$ cat src/rtl/linear_probe_hash_table_macros.svh
// Assertion macros for the hash table block.
// Used by the modules that carry concurrent assertions.
`ifndef LINEAR_PROBE_HASH_TABLE_MACROS_SVH
`define LINEAR_PROBE_HASH_TABLE_MACROS_SVH

// Implication checked on every clock edge outside reset.
`define LPHT_ASSERT_IMP(label, clk, rst_n, ante, cons) \
  label: assert property (@(posedge clk) disable iff (!rst_n) (ante) |-> (cons)) \
    else $error("assertion failed");

// Implication whose consequent is checked in the cycle after the antecedent.
`define LPHT_ASSERT_NEXT(label, clk, rst_n, ante, cons) \
  label: assert property (@(posedge clk) disable iff (!rst_n) (ante) |=> (cons)) \
    else $error("assertion failed");

`endif

$ cat src/rtl/lpht_pkg.sv
// Package for the hash table block: operation codes, state encoding and
// the request record passed from front to back. No dependencies.
package lpht_pkg;

  // Table size; a power of two, so the home slot is the low bits of the hash.
  localparam int unsigned SLOTS = 64;
  localparam int unsigned IN_KEY_W = 32;
  localparam int unsigned IN_HASH_W = 32;
  localparam int unsigned IN_VAL_W = 32;
  localparam int unsigned LIVE_W = 7;
  localparam int unsigned LIMIT_W = 7;
  localparam logic [LIMIT_W-1:0] LIMIT_RESET = 7'd75;
  localparam int unsigned PERCENT = 100;

  typedef enum logic [1:0] {
    KIND_SET    = 2'd0,
    KIND_GET    = 2'd1,
    KIND_REMOVE = 2'd2,
    KIND_CLEAR  = 2'd3
  } kind_t;

  typedef enum logic [2:0] {
    ST_IDLE,
    ST_READ,
    ST_CHECK,
    ST_WRITE,
    ST_CLEAR,
    ST_OUT
  } state_t;

  // One request as it leaves the front part.
  typedef struct packed {
    kind_t                kind;
    logic [IN_KEY_W-1:0]  key;
    logic [IN_HASH_W-1:0] hash_word;
    logic [IN_VAL_W-1:0]  value;
  } req_t;

endpackage

$ cat src/rtl/lpht_if.sv
// Valid/ready channel interfaces for requests and results.
// Depends on lpht_pkg.
interface lpht_req_if;
  import lpht_pkg::*;
  logic valid;
  logic ready;
  logic [1:0] kind;
  logic [IN_KEY_W-1:0] key;
  logic [IN_HASH_W-1:0] hash_word;
  logic [IN_VAL_W-1:0] value;
  modport source (output valid, kind, key, hash_word, value, input ready);
  modport sink (input valid, kind, key, hash_word, value, output ready);
endinterface


$ cat src/rtl/lpht_front.sv
// Front part: accepts request items into a two-entry queue.
// Depends on lpht_pkg and lpht_if.
module lpht_front (
  input  logic            clk,
  input  logic            rst_n,
  lpht_req_if.sink        in_ch,
  output lpht_pkg::req_t  q_req,
  output logic            q_valid,
  input  logic            q_pop
);
  import lpht_pkg::*;

  req_t       buf_r [2];
  logic       rd_r, rd_nxt;
  logic       wr_r, wr_nxt;
  logic [1:0] cnt_r, cnt_nxt;
  logic       push;

  assign in_ch.ready = (cnt_r != 2'd2);
  assign push = in_ch.valid && in_ch.ready;
  assign q_valid = (cnt_r != 2'd0);
  assign q_req = buf_r[rd_r];

  // Queue pointers and count.
  always_comb begin
    rd_nxt = rd_r ^ (q_pop && q_valid);
    wr_nxt = wr_r ^ push;
    cnt_nxt = cnt_r + {1'b0, push} - {1'b0, q_pop && q_valid};
  end

  always_ff @(posedge clk) begin
    if (!rst_n) begin
      rd_r <= 1'b0;
      wr_r <= 1'b0;
      cnt_r <= 2'd0;
    end else begin
      rd_r <= rd_nxt;
      wr_r <= wr_nxt;
      cnt_r <= cnt_nxt;
    end
  end

  // Payload storage.
  always_ff @(posedge clk) begin
    if (push) begin
      buf_r[wr_r] <= '{kind: kind_t'(in_ch.kind), key: in_ch.key,
                       hash_word: in_ch.hash_word, value: in_ch.value};
    end
  end
endmodule

$ cat src/flat_wrapper.sv
// flat-port wrapper written by rule: the top's interface ports become plain ports
module lpht_front_flat import lpht_pkg::*;
  (clk, rst_n, q_req, q_valid, q_pop, in_ch_valid, in_ch_kind, in_ch_key, in_ch_hash_word, in_ch_value, in_ch_ready);
  lpht_req_if in_ch_i ();
  input  logic clk;
  input  logic rst_n;
  output lpht_pkg::req_t q_req;
  output logic q_valid;
  input  logic q_pop;
  input wire logic [$bits(in_ch_i.valid)-1:0] in_ch_valid;
  input wire logic [$bits(in_ch_i.kind)-1:0] in_ch_kind;
  input wire logic [$bits(in_ch_i.key)-1:0] in_ch_key;
  input wire logic [$bits(in_ch_i.hash_word)-1:0] in_ch_hash_word;
  input wire logic [$bits(in_ch_i.value)-1:0] in_ch_value;
  output wire logic [$bits(in_ch_i.ready)-1:0] in_ch_ready;
  assign in_ch_i.valid = in_ch_valid;
  assign in_ch_i.kind = in_ch_kind;
  assign in_ch_i.key = in_ch_key;
  assign in_ch_i.hash_word = in_ch_hash_word;
  assign in_ch_i.value = in_ch_value;
  assign in_ch_ready = in_ch_i.ready;
  lpht_front u_core (.clk(clk), .rst_n(rst_n), .in_ch(in_ch_i), .q_req(q_req), .q_valid(q_valid), .q_pop(q_pop));
endmodule
$ cat config.mk
export PLATFORM = sky130hd
export DESIGN_NAME = lpht_front_flat
export DESIGN_NICKNAME = d
export VERILOG_FILES = /design/src/rtl/linear_probe_hash_table_macros.svh /design/src/rtl/lpht_pkg.sv /design/src/rtl/lpht_if.sv /design/src/rtl/lpht_front.sv /design/src/flat_wrapper.sv
export SDC_FILE = /design/constraint.sdc
export NUM_CORES = 1
export LEC_CHECK = 0
export BUFFER_PORTS_ARGS = -buffer_cell sky130_fd_sc_hd__buf_2
export CAP_MARGIN = 20
export CORE_ASPECT_RATIO = 1.4
export CORE_MARGIN = 2
export CORE_UTILIZATION = 40
export CTS_BUF_LIST = sky130_fd_sc_hd__clkbuf_16
export DETAILED_ROUTE_END_ITERATION = 10
export PLACE_DENSITY_LB_ADDON = 0.15
export SLEW_MARGIN = 20
export SYNTH_ARGS = -nofsm -noshare
export SYNTH_HDL_FRONTEND = slang
export SYNTH_SLANG_ARGS = --single-unit
$ cat constraint.sdc
create_clock -name clk -period 4.15 [get_ports clk]
set_input_delay 1.245 -clock clk [delete_from_list [all_inputs] [get_ports clk]]
set_output_delay 1.245 -clock clk [all_outputs]
set_load 0.05 [all_outputs]
Word level (Yosys, flattened, before mapping)
Memory sizes are Yosys's and may differ from the RTL's. A register that Yosys moved wholly into a read port is not among the register bits.
Cells that the tools add are included.
{"block": "word_totals", "mem_count": 1, "inputBits": 102, "regBits": 4, "wordCells": 15, "output_inout_bits": 100, "ram_bits": 196}
{"block": "classes", "mux": 3, "bitwise": 2, "add_sub_neg": 2, "reduce_logical": 3, "n_eq_ne": 1}
{"name": "u_core.buf_r", "words": 2, "width": 98, "read_ports": 1, "rd_ports_with_merged_regs": 1, "write_ports": 1, "line_no": "lpht_front.sv:13", "source": "req_t buf_r [2];"}
{"cell": "1-bit 2-to-1 mux", "count": 3}
{"cell": "2-bit by 1-bit adder with 2-bit output", "count": 1}
{"cell": "1-bit logical AND", "count": 2}
{"cell": "2-bit inequality test, second input constant", "count": 1}
{"cell": "2-bit nonzero test", "count": 1}
{"cell": "2-bit by 1-bit subtractor with 2-bit output", "count": 1}
{"cell": "1-bit XOR", "count": 2}

Depth between registers and ports, before layout
Gate-level depths: netlist of run 1.
{"block": "logic_depth", "ltp_word": 4, "depth_mapped": 6, "ltp_nobuf": 6}

Least setup slack after synthesis of run 1
OpenSTA, ideal clock, no wires.
{"block": "synth_path", "path_type": "in2reg", "from": "input in_ch_valid", "to": "memory u_core.buf_r[0][0] (netlist name) (enable)", "arrival_time_ns": 3.742, "stages": 2, "setup_slack_ns": -0.060, "setup_time_ns": 0.468, "t_required_ns": 3.682, "n_path_buf": 0, "cell_sequence": "and2_1 ha_1"}
{"block": "synth_via", "elab_chain_cells": 3}
{"item": "from (decl)", "line_no": "flat_wrapper.sv:10", "source": "input wire logic [$bits(in_ch_i.valid)-1:0] in_ch_valid;"}
{"item": "1-bit logical AND", "line_no": "lpht_front.sv:20", "source": "assign push = in_ch.valid && in_ch.ready;"}
{"item": "1-bit 2-to-1 mux", "line_no": "lpht_front.sv:45", "source": "if (push) begin"}
{"item": "1-bit 2-to-1 mux (implied by the code)", "line_no": "lpht_front.sv:46", "source": "buf_r[wr_r] <= '{kind: kind_t'(in_ch.kind), key: in_ch.key,"}
{"item": "to (decl)", "line_no": "lpht_front.sv:13"}
Every way passes these cells.

==> impl_metrics.py, run 1 <==
metrics = {
    "run_status": {
        "status": "completed",
    },
    "route": {
        "drc": 0,
        "wl_met1_um": 5090,
        "firstDrtPassIters": 4,
        "final_antenna_net_count": 0,
        "wl_met2_um": 7390,
        "vias": 3691,
        "totalWireLength_um": 13700,
        "wire_per_inst_um": 17.1,
        "via_per_inst": 4.60,
        "top_layer": "met5",
        "wl_met3_um": 883,
        "drt_iter0_drc": 184,
    },
    "placement": {
        "dp.cells": 765,
        "place_congestion": 0.734,
        "hpwl_um": 9410,
        "port_buffers": 201,
    },
    "cts": {
        "cts_inserted_buffers": 20,
        "postCtsResizedCells": 0,
        "insertion_delay_ns": 0.48,
        "clock_path_buffers": 3,
        "post_cts_buffers": 0,
        "ctsHoldBuffers": 0,
        "cts.sinks": 201,
        "h-tree-depth": 1,
        "path_clk_slew_ns": 0.06,
        "cts_tree": "built",
        "cts_root_buffer": "clkbuf_16",
    },
    "setup_path": {
        "startpoint_type": "flop",
        "end_kind": "primary output",
        "path_class": "reg -> out",
        "cp.arrival_ns": 2.07,
        "required_ns": 2.90,
        "critPathMaxFanout": 25,
    },
    "floorplanning": {
        "row_count": 58,
        "die_area_sq_um": 19600,
        "ios": 202,
        "dieWidth_um": 119,
        "placeableCoreArea_sq_um": 18100,
        "die_h_um": 165,
        "start_util": 0.410,
    },
    "global_route": {
        "grt-ovfl-total": 0,
        "grt_usage": 0.134,
        "grt_pass1_vias": 3792,
        "grt_pass1_wl_um": 20100,
        "antenna_found_initial": 2,
        "grt_max_degree": 57,
    },
    "timing": {
        "hold_viol_final": 0,
        "worst-slew-pin-transition_ns": 0.687,
        "fin_crit_sh": 0.799,
        "slew_violations": 0,
        "relSlewSlack": 0.542,
        "rsz0062_at_grt": "no",
        "holdWs_ns": 0.490,
        "fin_setup_tns_ns": 0,
        "post-route-min-period_ns": 3.31,
        "finClkSkew_ns": 0.00895,
        "setup_viol": 0,
        "max_freq_mhz": 302,
    },
    "finish": {
        "drive_gt1_frac": 0.599,
        "fin_cells": 802,
        "num-nets-final": 653,
        "utilization": 0.518,
        "area_delta_synth_final_pct": 26.5,
    },
    "pwr": {
        "total_power_mw": 6.82,
        "ir_worst_vdd_mv": 0.418,
        "p_leak_nw": 3.54,
        "power-per-cell-area_nw_per_um2": 728,
    },
    "yosys": {
        "ys_types": 16,
        "ys_warn_count": 0,
        "synth.area.top_cells": "edfxtp_1 (79%), mux2_2 (12%), mux2_4 (4.1%), dfxtp_1 (1.4%), ha_1 (0.68%)",
        "synth_seq_cells": 201,
        "synthFlopType": "edfxtp_1",
        "synth_top_area_frac": 0.795,
        "synth_top_area_cell": "edfxtp_1",
        "synth.avg_cell_area_sq_um": 22.5,
        "ys_seq_area_frac": 0.809,
        "ys_async_sr_fraction": 0,
        "yosysMostFrequentCell": "edfxtp_1",
        "syn_inst": 329,
        "synth_common_cells": "edfxtp_1 (196), mux2_2 (78), mux2_4 (20)",
        "syn-cell-area_sq_um": 7400,
        "synth_nets": 435,
        "synth_edf_count": 196,
    },
    "worst_hold_path": {
        "min_path_type": "reg -> reg",
    },
    "job": {
        "drv_cap": 0,
    },
}
-- logic make-up (layout without fill, tap and decap cells) --
group | after synthesis | in the layout | share of synthesized area
xor+xnor | 1 | 1 | 0.00304
compound gates | 1 | 1 | 0.00101
other cells | 0 | 1 | 0
simple gates | 8 | 8 | 0.00642
flops | 201 | 201 | 0.809
mux | 100 | 100 | 0.162
fa+ha+maj | 4 | 4 | 0.00676
buf+inv | 14 | 246 | 0.0123
-- metal layers --
metal	track usage	up-vias
met5	0	-
met4	0.0530	2
met3	0.0373	29
met2	0.242	123
met1	0.151	1795
li1	-	1742
-- through the flow --
stage | instance area, sq um | setup WS [ns]
after floorplan | 7400 | -0.0601
after global placement | 8740 | 1.22
after detailed placement | 8740 | 1.19
after CTS | 9360 | 0.787
after global routing | 9360 | 0.710
final | 9360 | 0.836
-- power by group --
group / internal [mW] / switching, mW / total, mW
registers: 2.61 / 0.101 / 2.71
logic: 0.704 / 1.73 / 2.44
clock network: 0.978 / 0.688 / 1.67
-- worst max-delay path, cell delays in order, from the launching register on --
cell and delay (ns):
dfxtp_4 0.54, buf_4 0.43, mux2_2 0.39, buf_2 0.21
-- state kept, by name (all words and copies together), names as in the netlist, named ones only --
signal,cells
u_core.buf_r,196
u_core.wr_r,1
u_core.cnt_r,2
u_core.rd_r,1
-- final cells by class --
cell class	instances	area [sq um]
clock inverter	15	95.1
clock buffer	21	526
tap	240	300
inverter	3	11.3
sequential	201	5990
fill	1532	8710
multi-input combinational	114	1350
antenna	1	2.50
timing repair buffer	207	1090
-- layout by cell type (no fill, tap or decap), drive strengths merged --
master / netlist / final
bufinv: 0 / 1
clkbuf: 0 / 21
clkinv: 0 / 8
mux2i: 2 / 2
ha: 4 / 4
nor2b: 2 / 2
inv: 3 / 9
nand2b: 2 / 2
xnor3: 1 / 1
o21a: 1 / 1
dfxtp: 5 / 5
diode: 0 / 1
buf: 11 / 207
or2: 1 / 1
edfxtp: 196 / 196
nand2: 1 / 1
and2: 2 / 2
mux2: 98 / 98
-- path summary, 6_finish.rpt --
check / start / end / slack, ns / cells after the start
max: flop / q_req[42] / 0.84 / 3
min: u_core.rd_r / flop / 0.49 / 2
max reg2reg: u_core.cnt_r[0] / u_core.buf_r[1][68] / 2.04 / 4
min reg2reg: u_core.rd_r / flop / 0.49 / 2
Power figures use the tool's default switching activity.
==> run 2: changes to the inputs <==
==> constraint.sdc (replaced) <==
create_clock -name clk -period 3.3 [get_ports clk]
set_input_delay 0.99 -clock clk [delete_from_list [all_inputs] [get_ports clk]]
set_output_delay 0.99 -clock clk [all_outputs]
set_load 0.05 [all_outputs]
==> run 2 against run 1 <==
Effect of this change:
- wire length grew 2.2%
- power rose by 28%
- clock power increased by 32%
- sequential cell count unchanged
- utilization increased by 0.49 points
- sequential power increased by 24%
==> impl_metrics.py, run 2 (same netlist as run 1, synthesis figures left out) <==
metrics = {
    "timing": {
        "hold_viol_final": 0,
        "fin_setup_tns_ns": 0,
        "relSlewSlack": 0.643,
        "rsz0062_at_grt": "no",
        "post-route-min-period_ns": 2.84,
        "slew_violations": 0,
        "finClkSkew_ns": 0.00738,
        "max_freq_mhz": 352,
        "setup_viol": 0,
        "worst-slew-pin-transition_ns": 0.536,
        "fin_crit_sh": 0.862,
    },
    "setup_path": {
        "required_ns": 2.31,
        "cp.depth": 3,
        "path_class": "reg -> out",
        "crit_buf_inv": 2,
        "critPathMaxFanout": 31,
        "cp.arrival_ns": 1.85,
        "critPathMaxStageDelay_ns": 0.41,
        "r2r_cells": 4,
        "crit_chain": "buf_4 -> mux2_2 -> buf_2",
        "startpoint_type": "flop",
        "r2r_slack_ns": 1.35,
        "crit_family": "buffers and inverters",
        "end_kind": "primary output",
        "critPathSlowestCell": "mux2_2",
    },
    "global_route": {
        "grt_pass1_vias": 3897,
        "met1_usage": 0.157,
        "grt_usage": 0.137,
        "grt_max_degree": 68,
        "grt_pass1_wl_um": 20800,
        "antenna_found_initial": 2,
        "use_met3": 0.0314,
        "grt-ovfl-total": 0,
        "top_usage_layer": "met2",
        "grtUsageMet2": 0.246,
    },
    "route": {
        "firstDrtPassIters": 6,
        "totalWireLength_um": 14000,
        "via_per_inst": 4.67,
        "drc": 0,
        "final_antenna_net_count": 0,
        "wire_per_inst_um": 17.4,
        "vias": 3764,
        "drt_iter0_drc": 211,
    },
    "placement": {
        "place_congestion": 0.750,
        "hpwl_um": 9580,
        "port_buffers": 201,
        "placed_area_sq_um": 8800,
    },
    "finish": {
        "utilization": 0.523,
        "largest_register": "u_core.buf_r",
        "drive_gt1_frac": 0.607,
        "reg_top3": "u_core.buf_r x196, u_core.cnt_r x2",
        "fin_area_sq_um": 9450,
        "mostFrequentLayoutCells": "buf_2 (201), edfxtp_1 (196), mux2_2 (78)",
        "area_delta_synth_final_pct": 27.7,
        "num-nets-final": 657,
        "layout_commonest_cell": "buf_2",
        "largest_register_ffs": 196,
    },
    "cts": {
        "h-tree-depth": 1,
        "clock_path_buffers": 3,
        "cts_inserted_buffers": 20,
        "cts_tree": "built",
        "insertion_delay_ns": 0.48,
        "cts.sinks": 201,
        "ctsHoldBuffers": 0,
        "cts_root_buffer": "clkbuf_16",
        "postCtsResizedCells": 0,
        "path_clk_slew_ns": 0.06,
        "post_cts_buffers": 0,
    },
    "pwr": {
        "p_sw_frac": 0.369,
        "power-per-cell-area_nw_per_um2": 923,
        "switchingPower_mw": 3.22,
        "p_comb_frac": 0.361,
        "ir_worst_vdd_mv": 0.523,
        "p_int_mw": 5.51,
        "total_power_mw": 8.72,
        "p_clk_frac": 0.253,
        "power_frac_seq": 0.386,
        "p_leak_nw": 3.58,
    },
    "floorplanning": {
        "die_area_sq_um": 19600,
        "dieWidth_um": 119,
        "placeableCoreArea_sq_um": 18100,
        "row_count": 58,
        "ios": 202,
        "start_util": 0.410,
        "die_h_um": 165,
    },
    "worst_hold_path": {
        "min_path_type": "reg -> reg",
        "whs_path_depth": 2,
    },
    "job": {
        "drv_cap": 0,
    },
    "run_status": {
        "status": "completed",
    },
}
[run 2: final timing paths]
path	from	end
setup / recovery	flop	q_req[27]
hold / removal	u_core.rd_r	flop
setup reg to reg	u_core.cnt_r[0]	u_core.buf_r[1][15]
hold reg to reg	u_core.rd_r	flop
[run 2: metal layers]
layer,vias to the layer above,part of all wire
met4,2,0.033
met2,128,0.53
met1,1854,0.37
met5,-,0.00093
met3,32,0.062
li1,1748,-
[run 2: area by class of cell]
cell class	instances	area, sq um
antenna	1	2.50
clock buffer	21	526
clock inverter	15	129
fill	1485	8620
inverter	3	11.3
multi-input combinational	114	1350
sequential	201	5990
tap	240	300
timing repair buffer	211	1140
[run 2: through the flow]
| step | setup slack [ns] | hold slack [ns] | instances |
|---|---|---|---|
| finish | 0.455 | 0.471 | 806 |
| global route | 0.370 | 0.501 | 805 |
| CTS | 0.408 | 0.478 | 805 |
| detailed placement | 0.775 | 0.467 | 769 |
| global placement | 0.799 | 0.460 | 769 |
| floorplan | -0.655 | 0.452 | 329 |
[run 2: tightest hold or removal path, delay by kind of cell (launching register included)]
kind,cells,cell delay (ns)
flip-flops,1,0.31
multiplexers,1,0.06
AND/OR/NAND/NOR,1,0.07
[run 2: power by group through the flow]
stage / Combinational, mW / Clock, mW / Sequential (mW)
after floorplan: 2.48 / 0 / 3.43
after global placement: 3.18 / 0 / 3.41
after detailed placement: 3.19 / 0 / 3.43
after CTS: 3.20 / 2.28 / 3.38
after global routing: 3.29 / 2.37 / 3.41
final: 3.15 / 2.21 / 3.37
